===== src/yrc_pkg.sv =====
// Shared constants, types and the channel scaling function of the YUYV to RGB core.
package yrc_pkg;

    localparam int COORD_BITS_DEF   = 12;
    localparam int LINE_WIDTH_RST   = 640;
    localparam int FRAME_HEIGHT_RST = 480;

    // APB register map
    localparam int   APB_ADDR_BITS    = 3;
    localparam logic REG_LINE_WIDTH   = 1'b0;
    localparam logic REG_FRAME_HEIGHT = 1'b1;

    localparam int IN_TDATA_W = 32;
    localparam int LUMA_W     = 8;
    localparam int CHROMA_W   = 9;    // chroma minus bias, signed
    localparam int CHROMA_BIAS = 128;
    localparam int FRAC_BITS  = 16;   // Q16 coefficients
    localparam int PROD_W     = 25;
    localparam int SUM_W      = 27;
    localparam int LEVEL_W    = 8;
    localparam int LEVEL_MAX  = 255;
    localparam int LEVEL_TOP  = 219;  // 255 * 220 / 256, floored
    localparam int LEVEL_GAIN = 220;
    localparam int SCALE_SHIFT = 8;

    localparam logic signed [PROD_W-1:0] K_RV = 89830;
    localparam logic signed [PROD_W-1:0] K_GV = 45744;
    localparam logic signed [PROD_W-1:0] K_GU = 22127;
    localparam logic signed [PROD_W-1:0] K_BU = 113538;

    // chroma products, common to both pixels of a word
    typedef struct packed {
        logic signed [PROD_W-1:0] rv;
        logic signed [PROD_W-1:0] gv;
        logic signed [PROD_W-1:0] gu;
        logic signed [PROD_W-1:0] bu;
    } chroma_prod_t;

    typedef struct packed {
        logic [LEVEL_W-1:0] red;
        logic [LEVEL_W-1:0] green;
        logic [LEVEL_W-1:0] blue;
    } rgb_t;

    typedef struct packed {
        logic frame_done;
        logic last_of_pair;
    } pix_flags_t;

    // negative -> 0, integer part clamped to 255, then * 220 / 256 floored
    function automatic logic [LEVEL_W-1:0] scale_level(input logic signed [SUM_W-1:0] s);
        logic [SUM_W-FRAC_BITS-2:0] c_wide;
        logic [LEVEL_W-1:0]         c;
        logic [2*LEVEL_W-1:0]       p;
        c_wide = s[SUM_W-2:FRAC_BITS];
        if (c_wide > (SUM_W-FRAC_BITS-1)'(LEVEL_MAX))
            c = LEVEL_W'(LEVEL_MAX);
        else
            c = c_wide[LEVEL_W-1:0];
        p = (2*LEVEL_W)'(c) * (2*LEVEL_W)'(LEVEL_GAIN);
        if (s[SUM_W-1])
            return '0;
        return p[SCALE_SHIFT +: LEVEL_W];
    endfunction

endpackage


===== src/yrc_coord.sv =====
// Frame row and column counters; tags both pixels of an accepted word.
module yrc_coord
    import yrc_pkg::*;
#(
    parameter int COORD_BITS = COORD_BITS_DEF
)
(
    input  logic                  clk,
    input  logic                  rst_n,
    input  logic                  advance,
    input  logic [COORD_BITS-1:0] line_width,
    input  logic [COORD_BITS-1:0] frame_height,
    output logic [COORD_BITS-1:0] row0,
    output logic [COORD_BITS-1:0] col0,
    output logic [COORD_BITS-1:0] row1,
    output logic [COORD_BITS-1:0] col1,
    output pix_flags_t            flags0,
    output pix_flags_t            flags1
);

    logic [COORD_BITS-1:0] row_reg, row_next;
    logic [COORD_BITS-1:0] col_reg, col_next;
    logic                  eol0, eof0, eol1, eof1;

    // pixel 0 sits at the current counters
    assign row0 = row_reg;
    assign col0 = col_reg;
    assign eol0 = ({1'b0, col_reg} + 1'b1) >= {1'b0, line_width};
    assign eof0 = eol0 && (({1'b0, row_reg} + 1'b1) >= {1'b0, frame_height});

    // pixel 1 after one advance
    assign row1 = eol0 ? (eof0 ? '0 : row_reg + 1'b1) : row_reg;
    assign col1 = eol0 ? '0 : col_reg + 1'b1;
    assign eol1 = ({1'b0, col1} + 1'b1) >= {1'b0, line_width};
    assign eof1 = eol1 && (({1'b0, row1} + 1'b1) >= {1'b0, frame_height});

    assign row_next = eol1 ? (eof1 ? '0 : row1 + 1'b1) : row1;
    assign col_next = eol1 ? '0 : col1 + 1'b1;

    assign flags0.last_of_pair = 1'b0;
    assign flags0.frame_done   = eof0;
    assign flags1.last_of_pair = 1'b1;
    assign flags1.frame_done   = eof1;

    always_ff @(posedge clk or negedge rst_n)
    begin
        if (!rst_n)
        begin
            row_reg <= '0;
            col_reg <= '0;
        end
        else if (advance)
        begin
            row_reg <= row_next;
            col_reg <= col_next;
        end
    end

endmodule


===== src/yrc_lane.sv =====
// One colour lane: luma plus chroma products, clamp and 220/256 scale.
module yrc_lane
    import yrc_pkg::*;
(
    input  logic [LUMA_W-1:0] luma,
    input  chroma_prod_t      prod,
    output rgb_t              rgb
);

    logic signed [SUM_W-1:0] y16;
    logic signed [SUM_W-1:0] sum_r;
    logic signed [SUM_W-1:0] sum_g;
    logic signed [SUM_W-1:0] sum_b;

    assign y16   = $signed(SUM_W'({luma, FRAC_BITS'(0)}));
    assign sum_r = y16 + SUM_W'(prod.rv);
    assign sum_g = y16 - SUM_W'(prod.gv) - SUM_W'(prod.gu);
    assign sum_b = y16 + SUM_W'(prod.bu);

    assign rgb.red   = scale_level(sum_r);
    assign rgb.green = scale_level(sum_g);
    assign rgb.blue  = scale_level(sum_b);

endmodule


===== src/yrc_merge.sv =====
// Pair register: holds both lane results and sends them as two output beats.
module yrc_merge
    import yrc_pkg::*;
#(
    parameter int COORD_BITS = COORD_BITS_DEF,
    parameter int TDATA_W    = ((2*COORD_BITS + 3*LEVEL_W + 7) / 8) * 8
)
(
    input  logic                  clk,
    input  logic                  rst_n,
    input  logic                  load_vld,
    output logic                  load_rdy,
    input  logic [COORD_BITS-1:0] row0,
    input  logic [COORD_BITS-1:0] col0,
    input  rgb_t                  rgb0,
    input  pix_flags_t            flags0,
    input  logic [COORD_BITS-1:0] row1,
    input  logic [COORD_BITS-1:0] col1,
    input  rgb_t                  rgb1,
    input  pix_flags_t            flags1,
    output logic                  m_tvalid,
    input  logic                  m_tready,
    output logic [TDATA_W-1:0]    m_tdata,
    output logic                  m_tlast,
    output logic                  m_tuser
);

    logic                  pair_vld_reg, pair_vld_next;
    logic                  half_reg, half_next;
    logic [COORD_BITS-1:0] row_reg   [2];
    logic [COORD_BITS-1:0] col_reg   [2];
    rgb_t                  rgb_reg   [2];
    pix_flags_t            flags_reg [2];
    logic                  beat;

    assign beat     = pair_vld_reg && m_tready;
    assign load_rdy = !pair_vld_reg || (m_tready && half_reg);

    always_comb
    begin
        pair_vld_next = pair_vld_reg;
        half_next     = half_reg;
        if (load_rdy)
        begin
            pair_vld_next = load_vld;
            half_next     = 1'b0;
        end
        else if (beat)
        begin
            half_next = 1'b1;
        end
    end

    always_ff @(posedge clk or negedge rst_n)
    begin
        if (!rst_n)
        begin
            pair_vld_reg <= 1'b0;
            half_reg     <= 1'b0;
        end
        else
        begin
            pair_vld_reg <= pair_vld_next;
            half_reg     <= half_next;
        end
    end

    always_ff @(posedge clk)
    begin
        if (load_rdy && load_vld)
        begin
            row_reg[0]   <= row0;
            col_reg[0]   <= col0;
            rgb_reg[0]   <= rgb0;
            flags_reg[0] <= flags0;
            row_reg[1]   <= row1;
            col_reg[1]   <= col1;
            rgb_reg[1]   <= rgb1;
            flags_reg[1] <= flags1;
        end
    end

    assign m_tvalid = pair_vld_reg;
    assign m_tdata  = TDATA_W'({rgb_reg[half_reg].blue, rgb_reg[half_reg].green,
                                rgb_reg[half_reg].red, col_reg[half_reg], row_reg[half_reg]});
    assign m_tlast  = flags_reg[half_reg].frame_done;
    assign m_tuser  = flags_reg[half_reg].last_of_pair;

endmodule


===== src/yuyv_to_rgb_pixel_stream_core.sv =====
// Top level of the YUYV 4:2:2 to RGB pixel stream converter.
//
// Input channel (s_*): one YUYV word per beat, Y0 in bits 7:0, U 15:8, Y1 23:16,
// V 31:24. Output channel (m_*): one pixel per beat, Y0 pixel first, then Y1.
// Each pixel carries its row and column in the frame, RGB levels in 0..219,
// m_tuser high on the second pixel of a word and m_tlast on the last pixel of
// the frame. line_width and frame_height are set over APB at 0x0 and 0x4 while
// the stream is idle.
//
// Path: a word taken on s_* is registered in the product stage, then passes
// through the colour lanes into the pair register, which drives m_*.
// Throughput: two output beats per word, so the output port, one pixel per beat,
// sets the sustained word rate. Both colour lanes run in the same cycle, so the
// conversion itself keeps up with a word per cycle. Reset clears the frame
// counters to row 0, column 0, loads 640 x 480 and empties the pipeline. When
// the receiver stalls, the current pixel holds on m_tdata; the product stage
// keeps taking words until it and the pair register are both full, then
// s_tready drops.
module yuyv_to_rgb_pixel_stream_core
    import yrc_pkg::*;
#(
    parameter int COORD_BITS = COORD_BITS_DEF,
    parameter int TDATA_W    = ((2*COORD_BITS + 3*LEVEL_W + 7) / 8) * 8
)
(
    input  logic                     clk,
    input  logic                     rst_n,
    // APB configuration
    input  logic                     psel,
    input  logic                     penable,
    input  logic                     pwrite,
    input  logic [APB_ADDR_BITS-1:0] paddr,
    input  logic [31:0]              pwdata,
    output logic [31:0]              prdata,
    output logic                     pready,
    // YUYV in
    input  logic                     s_tvalid,
    output logic                     s_tready,
    input  logic [IN_TDATA_W-1:0]    s_tdata,   // yuyv_word
    // pixels out
    output logic                     m_tvalid,
    input  logic                     m_tready,
    output logic [TDATA_W-1:0]       m_tdata,   // pixel_row, pixel_column, red, green, blue
    output logic                     m_tlast,   // frame_done
    output logic                     m_tuser    // last_of_pair
);

    // ---------------- configuration registers ----------------
    logic [COORD_BITS-1:0] line_width_reg;
    logic [COORD_BITS-1:0] frame_height_reg;
    logic                  cfg_wr;
    logic                  cfg_idx;

    assign pready  = 1'b1;
    assign cfg_wr  = psel && penable && pwrite;
    assign cfg_idx = paddr[APB_ADDR_BITS-1];

    always_ff @(posedge clk or negedge rst_n)
    begin
        if (!rst_n)
        begin
            line_width_reg   <= COORD_BITS'(LINE_WIDTH_RST);
            frame_height_reg <= COORD_BITS'(FRAME_HEIGHT_RST);
        end
        else if (cfg_wr)
        begin
            case (cfg_idx)
                REG_LINE_WIDTH:   line_width_reg   <= pwdata[COORD_BITS-1:0];
                REG_FRAME_HEIGHT: frame_height_reg <= pwdata[COORD_BITS-1:0];
                default:          ;
            endcase
        end
    end

    always_comb
    begin
        case (cfg_idx)
            REG_LINE_WIDTH:   prdata = 32'(line_width_reg);
            REG_FRAME_HEIGHT: prdata = 32'(frame_height_reg);
            default:          prdata = '0;
        endcase
    end

    // ---------------- input beat, coordinates, chroma products ----------------
    logic                       in_beat;
    logic                       merge_rdy;
    logic                       s1_vld_reg, s1_vld_next;
    logic [LUMA_W-1:0]          s1_y0_reg, s1_y1_reg;
    chroma_prod_t               s1_prod_reg, s1_prod_next;
    logic [COORD_BITS-1:0]      s1_row0_reg, s1_col0_reg, s1_row1_reg, s1_col1_reg;
    pix_flags_t                 s1_flags0_reg, s1_flags1_reg;
    logic signed [CHROMA_W-1:0] du, dv;
    logic [COORD_BITS-1:0]      row0, col0, row1, col1;
    pix_flags_t                 flags0, flags1;

    // product stage frees up whenever the pair register takes its word
    assign s_tready = !s1_vld_reg || merge_rdy;
    assign in_beat  = s_tvalid && s_tready;

    yrc_coord #(
        .COORD_BITS (COORD_BITS)
    ) u_coord (
        .clk          (clk),
        .rst_n        (rst_n),
        .advance      (in_beat),
        .line_width   (line_width_reg),
        .frame_height (frame_height_reg),
        .row0         (row0),
        .col0         (col0),
        .row1         (row1),
        .col1         (col1),
        .flags0       (flags0),
        .flags1       (flags1)
    );

    // chroma is shared by the pair, so four products per word
    assign du = $signed({1'b0, s_tdata[15:8]})  - $signed(CHROMA_W'(CHROMA_BIAS));
    assign dv = $signed({1'b0, s_tdata[31:24]}) - $signed(CHROMA_W'(CHROMA_BIAS));

    always_comb
    begin
        s1_prod_next.rv = K_RV * PROD_W'(dv);
        s1_prod_next.gv = K_GV * PROD_W'(dv);
        s1_prod_next.gu = K_GU * PROD_W'(du);
        s1_prod_next.bu = K_BU * PROD_W'(du);
    end

    assign s1_vld_next = s_tready ? s_tvalid : s1_vld_reg;

    always_ff @(posedge clk or negedge rst_n)
    begin
        if (!rst_n)
            s1_vld_reg <= 1'b0;
        else
            s1_vld_reg <= s1_vld_next;
    end

    always_ff @(posedge clk)
    begin
        if (in_beat)
        begin
            s1_y0_reg     <= s_tdata[7:0];
            s1_y1_reg     <= s_tdata[23:16];
            s1_prod_reg   <= s1_prod_next;
            s1_row0_reg   <= row0;
            s1_col0_reg   <= col0;
            s1_row1_reg   <= row1;
            s1_col1_reg   <= col1;
            s1_flags0_reg <= flags0;
            s1_flags1_reg <= flags1;
        end
    end

    // ---------------- two colour lanes ----------------
    rgb_t rgb0, rgb1;

    yrc_lane u_lane0 (
        .luma (s1_y0_reg),
        .prod (s1_prod_reg),
        .rgb  (rgb0)
    );

    yrc_lane u_lane1 (
        .luma (s1_y1_reg),
        .prod (s1_prod_reg),
        .rgb  (rgb1)
    );

    // ---------------- merge into the pixel stream ----------------
    yrc_merge #(
        .COORD_BITS (COORD_BITS),
        .TDATA_W    (TDATA_W)
    ) u_merge (
        .clk      (clk),
        .rst_n    (rst_n),
        .load_vld (s1_vld_reg),
        .load_rdy (merge_rdy),
        .row0     (s1_row0_reg),
        .col0     (s1_col0_reg),
        .rgb0     (rgb0),
        .flags0   (s1_flags0_reg),
        .row1     (s1_row1_reg),
        .col1     (s1_col1_reg),
        .rgb1     (rgb1),
        .flags1   (s1_flags1_reg),
        .m_tvalid (m_tvalid),
        .m_tready (m_tready),
        .m_tdata  (m_tdata),
        .m_tlast  (m_tlast),
        .m_tuser  (m_tuser)
    );

endmodule


===== config.mk =====
export PLATFORM = sky130hd
export DESIGN_NAME = yuyv_to_rgb_pixel_stream_core
export DESIGN_NICKNAME = d
export VERILOG_FILES = /design/src/yrc_pkg.sv /design/src/yrc_coord.sv /design/src/yrc_lane.sv /design/src/yrc_merge.sv /design/src/yuyv_to_rgb_pixel_stream_core.sv
export SDC_FILE = /design/constraint.sdc
export NUM_CORES = 1
export LEC_CHECK = 0
export BUFFER_PORTS_ARGS = -buffer_cell sky130_fd_sc_hd__buf_4
export CAP_MARGIN = 40
export CORE_ASPECT_RATIO = 1.75
export CORE_UTILIZATION = 60
export CTS_CLUSTER_DIAMETER = 60
export DETAILED_ROUTE_END_ITERATION = 16
export GPL_TIMING_DRIVEN = 0
export PLACE_DENSITY = 0.9
export SYNTH_ARGS = -nofsm -noshare
export SYNTH_HDL_FRONTEND = slang
export SYNTH_HIERARCHICAL = 1
export SYNTH_SLANG_ARGS = --single-unit

===== constraint.sdc =====
create_clock -name clk -period 8.2 [get_ports clk]
set_input_delay 1.64 -clock clk [delete_from_list [all_inputs] [get_ports clk]]
set_output_delay 1.64 -clock clk [all_outputs]
set_load 0.05 [all_outputs]

Word-level counts from Yosys, hierarchy flattened
Memories as Yosys holds them, arrays and structs flattened.
Index checks and enable logic that the tools add are counted.
Widths: inputs -> output; s select.

cells by class
  muxes and demuxes = 35
  add/subtract/negate cells = 18
  order comparisons = 10
  bitwise logic cells = 1
  reductions and logical operators = 15
  multipliers = 10

operators by type and width
  cell                   number
  $mux 8                 18
  $add 25x25->26         4
  $mul 8x6->14 const B   6
  $mux 12                6
  $pmux 32 s2            1
  $gt 10x8->1 const B    6
  $sub 26x25->27         2
  $add 12x1->13 const B  4
  $ge 13x12->1           4
  $sub 25x25->26         2
  $add 12x1->12 const B  4
  $mul 17x9->24 const A  2
  $mul 16x9->25 const A  1
  $mul 13x9->21 const A  1
  $sub 8x8->9 const B    2
  $mux 1                 10
  $logic_and 1x1->1      8
  $reduce_and 2->1       2
  $logic_not 1->1        2
  $logic_or 1x1->1       2
  $reduce_bool 2->1      1
  $not 1->1              1

storage, ports and cells
  bits in registers = 211
  output and inout port bits = 85
  word-level logic and storage cells = 112
  bits in writable memories = 100
  memories kept = 4

memory list
  name               depth  width  read ports  clocked after memory_dff  wr ports  line             text
  u_merge.rgb_reg    2      24     1           0                         2         yrc_merge.sv:32  rgb_t rgb_reg [2];
  u_merge.col_reg    2      12     1           0                         2         yrc_merge.sv:31  logic [COORD_BITS-1:0] col_reg [2];
  u_merge.row_reg    2      12     1           0                         2         yrc_merge.sv:30  logic [COORD_BITS-1:0] row_reg [2];
  u_merge.flags_reg  2      2      1           0                         2         yrc_merge.sv:33  pix_flags_t flags_reg [2];

Logic depth before layout (Yosys ltp)
  depth after elaboration = 10
  mapped depth = 30
  mapped depth without buffers = 28

Cells and area by module
Netlist, hierarchy kept.

modules (own cells, without submodules)
  module                         sequential area each (um^2)  instances  cells each  area an instance (um^2)
  yuyv_to_rgb_pixel_stream_core  5377.7                       1          1217        14710.4
  yrc_lane (u_lane0)             0.0                          1          683         5326.4
  yrc_lane (u_lane1)             0.0                          1          633         5205.0
  yrc_merge                      3052.9                       1          164         3953.8
  yrc_coord                      600.6                        1          491         3706.1

Worst setup path after synthesis
Ideal clock, no wire load.

  kind = in2reg
  start point = input m_tready
  end point = register u_coord.row_reg[0], in the netlist u_coord/row0[0]
  arrival = 6807 ps
  buffers on the path = 2
  stages = 8
  library setup time = 82 ps
  required time = 8118 ps
  path slack = 1311 ps
  cells stage by stage = a21boi_1 inv_1 nand2b_1 and2_1 clkbuf_1 clkbuf_1 nor2_1 a31oi_1

on the way
  longest elaborated chain between the ends = 4

ends and longest elaborated chain
  what                  line                                 text
  start, declared       yuyv_to_rgb_pixel_stream_core.sv:42  input logic m_tready,
  $logic_and 1x1->1     yrc_merge.sv:37                      assign load_rdy = !pair_vld_reg || (m_tready && half_reg);
  $logic_or 1x1->1      yrc_merge.sv:37
  net merge_rdy         yuyv_to_rgb_pixel_stream_core.sv:86  logic merge_rdy;
  $logic_or 1x1->1      yuyv_to_rgb_pixel_stream_core.sv:97  assign s_tready = !s1_vld_reg || merge_rdy;
  net s_tready          yuyv_to_rgb_pixel_stream_core.sv:38  output logic s_tready,
  $logic_and 1x1->1     yuyv_to_rgb_pixel_stream_core.sv:98  assign in_beat = s_tvalid && s_tready;
  net in_beat           yuyv_to_rgb_pixel_stream_core.sv:85  logic in_beat;
  end signal, assigned  yrc_coord.sv:54                      row_reg <= row_next;
  end, declared         yrc_coord.sv:21                      logic [COORD_BITS-1:0] row_reg, row_next;

The timed path passes the listed nets, and every way through them passes these cells.
A chain may end at the register's enable or synchronous reset.

Worst setup path after layout
  start point = register u_coord.col_reg[0], in the netlist u_coord/col0[0]
  end point = register u_coord.row_reg[8], in the netlist u_coord/row0[8]

on the way
  elaborated cells between the ends (all ways) = 15
  classes of those cells = 5 x add/sub; 3 x order compare; 5 x mux; 2 x reduce/logical

RTL lines
  what                    line                                 text
  start, declared         yrc_coord.sv:22                      logic [COORD_BITS-1:0] col_reg, col_next;
  start signal, assigned  yrc_coord.sv:55                      col_reg <= col_next;
  $add 12x1->13           yrc_coord.sv:28                      assign eol0 = ({1'b0, col_reg} + 1'b1) >= {1'b0, line_width};
  $ge 13x12->1            yrc_coord.sv:28
  $mux 12 (*)             yrc_coord.sv:33                      assign col1 = eol0 ? '0 : col_reg + 1'b1;
  net col1[0]             yuyv_to_rgb_pixel_stream_core.sv:93  logic [COORD_BITS-1:0] row0, col0, row1, col1;
  $add 12x1->13 (*)       yrc_coord.sv:34                      assign eol1 = ({1'b0, col1} + 1'b1) >= {1'b0, line_width};
  $ge 13x12->1 (*)        yrc_coord.sv:34
  $logic_and 1x1->1       yrc_coord.sv:35                      assign eof1 = eol1 && (({1'b0, row1} + 1'b1) >= {1'b0, frame_height});
  $mux 12                 yrc_coord.sv:37                      assign row_next = eol1 ? (eof1 ? '0 : row1 + 1'b1) : row1;
  $mux 12 (*)             yrc_coord.sv:37

Mark *: on every way through the listed nets, which the timed path passes. The rest lies on a longest branch.

==> impl_results.md <==
* Die Footprint at about 0.054 sq mm
* Class of the tightest hold or removal check: reg -> reg
* Root buffer cell: sky130_fd_sc_hd__clkbuf_16
* Total number of H-tree levels at 1
* Setup-failing EPs final at 0
* Vias in the first global route at 25400
* Max reg flops at 64
* Starting Density at 60.8%
* Most frequent cell on the critical path: sky130_fd_sc_hd__ha_1
* Area growth from synthesis to layout at 9.25%
* Row cnt at 111
* Hold-fix buffers, CTS at 0
* Hold Violations, Final at 0
* Core utilization of the finished layout at 66.4%
* Final setup skew at 0.0145 ns
* Core box area at around 0.052 sq mm
* Timing-limited maximum frequency at approximately 0.13 GHz
* Worst setup timing slack at the placement stage at 0.294 ns
* Number of nets in the final layout at 4170
* Max-slew headroom at between 40 and 50%
* Status: finished clean
* Routability-driven placement congestion ratio at 0.984
* Floorplan die height at 307 microns
* Cell count after synthesis at ~3100
* Starting DRC count in detailed routing at 1183
* Number of search-and-repair iterations in the first detailed-routing pass at 12
* Boundary pin count at 159
* Number of buffers created by CTS at 28
* Number of clock sinks at 283
* Fin crit period at 7.82 ns
* Type of element launching the critical path: flip-flop
* Data required time of the worst path at 8.70 ns
* Via total after detailed routing at 23400
* Drt wl/cell at 18.7 microns
* Critical path capture point type: flip-flop
* Clock tree from TritonCTS: done
* Maximum net fanout on the critical path at 10
* Via-per-instance ratio at 5.84
* Clock slew at the register clock pins of the worst setup and hold paths at 0.07 ns
* Post-route fraction of the period consumed by the critical path at a little over nine tenths
* Max Cap Violations at 0
* Mean instance size in the synthesized netlist at 10.2 sq um
* Data arrival, critical path at between 8 and 9 ns
* YS warnings at 6
* Global route total overflow at 0
* Number of antenna violations at the first check in global routing at 0
* Setup_tns at 0 ns
* Diodes inserted at 0
* Number of port buffers at between 100 and 150
* Antenna-violating nets left at 0
* WS Path Type: reg -> reg
* Standard cell with the maximum stage delay on the critical path: sky130_fd_sc_hd__dfrtp_1
* Unrepaired setup endpoints after global routing: no
* Maximum number of pins on one net before global-route repair at 69
* Slew at the pin closest to its max-slew limit at 0.808 ns
* Detailed-route wire length at 74800 microns
* Floorplan die width at 176 microns
* Global-route wire length before repair at 122000 microns
* Pins over their slew limit at 0
* Gr usage total at ~29%
* Longest Clk Path Bufs at 3
* Delay contributed by the slowest stage of the critical path at 0.61 ns
* Post-Syn Area at 0.0319 sq mm
* Worst setup slack after layout at 0.381 ns
* Fraction of final layout cells with drive strength greater than 1 at roughly an eighth
* Clock latency of the later-clocked register in the worst-skew pair at 0.59 ns
* Half-perimeter wire length of the detailed placement result at between 60000 and 70000 microns
* Residual DRC at 0
-- final cells by class --
cell class	instances	area, sq um
Buffer	75	522
Timing Repair Buffer	122	988
Clock buffer	32	716
Inverter	573	2150
Clock inverter	20	283
Sequential cell	283	8250
Fill cell	3829	17600
Tap cell	678	848
Multi-Input combinational cell	2227	21100
-- repair_timing --
item / CTS / global route
setup buffers: 0 / 0
resized for setup: 0 / 2
endpoints found under the setup margin: 0 / 3
-- path summary, 6_finish.rpt --
kind	from	end	slack, ns	cells after the start
min in group asynchronous	rst_n	line_width_reg[0]$_DFFE_PN0P_	1.08	1
hold reg to reg	s1_col0_reg[2]$_DFFE_PP_	u_merge/col_reg[0][2]$_DFFE_PP_	0.42	0
setup reg to reg	u_coord/col0[0]$_DFFE_PN0P_	u_coord/row0[8]$_DFFE_PN0P_	0.38	29
hold / removal	s1_col0_reg[2]$_DFFE_PP_	u_merge/col_reg[0][2]$_DFFE_PP_	0.42	0
max in group asynchronous	rst_n	u_merge/m_tvalid$_DFFE_PN0P_	6.64	1
setup / recovery	u_coord/col0[0]$_DFFE_PN0P_	u_coord/row0[8]$_DFFE_PN0P_	0.38	29
-- worst max-delay path, delay by kind of cell, from the launching register on --
family	cells	cell delay (ns)
compound gates	6	1.21
xor+xnor	2	0.68
fa+ha+maj	4	1.22
buf+inv	6	1.53
flops	1	0.61
simple gates	11	2.42
-- placed cells by master, fill, tap and decap left out, types with 28 or more instances in the layout --
| master | count |
|---|---|
| sky130_fd_sc_hd__a21oi_1 | 153 |
| sky130_fd_sc_hd__dfrtp_1 | 45 |
| sky130_fd_sc_hd__xor2_1 | 54 |
| sky130_fd_sc_hd__mux2_4 | 51 |
| sky130_fd_sc_hd__inv_1 | 573 |
| sky130_fd_sc_hd__fa_1 | 227 |
| sky130_fd_sc_hd__nor2_1 | 195 |
| sky130_fd_sc_hd__ha_1 | 559 |
| sky130_fd_sc_hd__xnor2_1 | 116 |
| sky130_fd_sc_hd__edfxtp_1 | 232 |
| sky130_fd_sc_hd__nand3_1 | 55 |
| sky130_fd_sc_hd__a21o_1 | 48 |
| sky130_fd_sc_hd__conb_1 | 31 |
| sky130_fd_sc_hd__nor3_1 | 46 |
| sky130_fd_sc_hd__nand2_1 | 124 |
| sky130_fd_sc_hd__buf_4 | 142 |
| sky130_fd_sc_hd__clkbuf_16 | 28 |
| sky130_fd_sc_hd__o21ai_0 | 77 |
| sky130_fd_sc_hd__nand2b_1 | 40 |
| sky130_fd_sc_hd__mux2_2 | 36 |
-- through the flow --
stage                     hold WS [ns]  area [sq um]  std cells
after global placement           0.400         33700       3951
after floorplan                  0.400         32000       3158
after global routing             0.425         34900       4010
after CTS                        0.419         34900       4010
final                            0.417         34900       4010
after detailed placement         0.405         33900       3958
-- layer usage --
metal | vias to the layer above | part of all wire (%) | global-route usage, %
met2 | 794 | 54 | 55.4
li1 | 11100 | - | -
met3 | 375 | 4.2 | 3.46
met4 | 0 | 9.4 | 23.7
met5 | - | 0 | 0
met1 | 11200 | 32 | 25.7
Power is left out: the tool's default activity adds up to more than one toggle a clock period on the data nets, which glitch-free logic cannot reach.
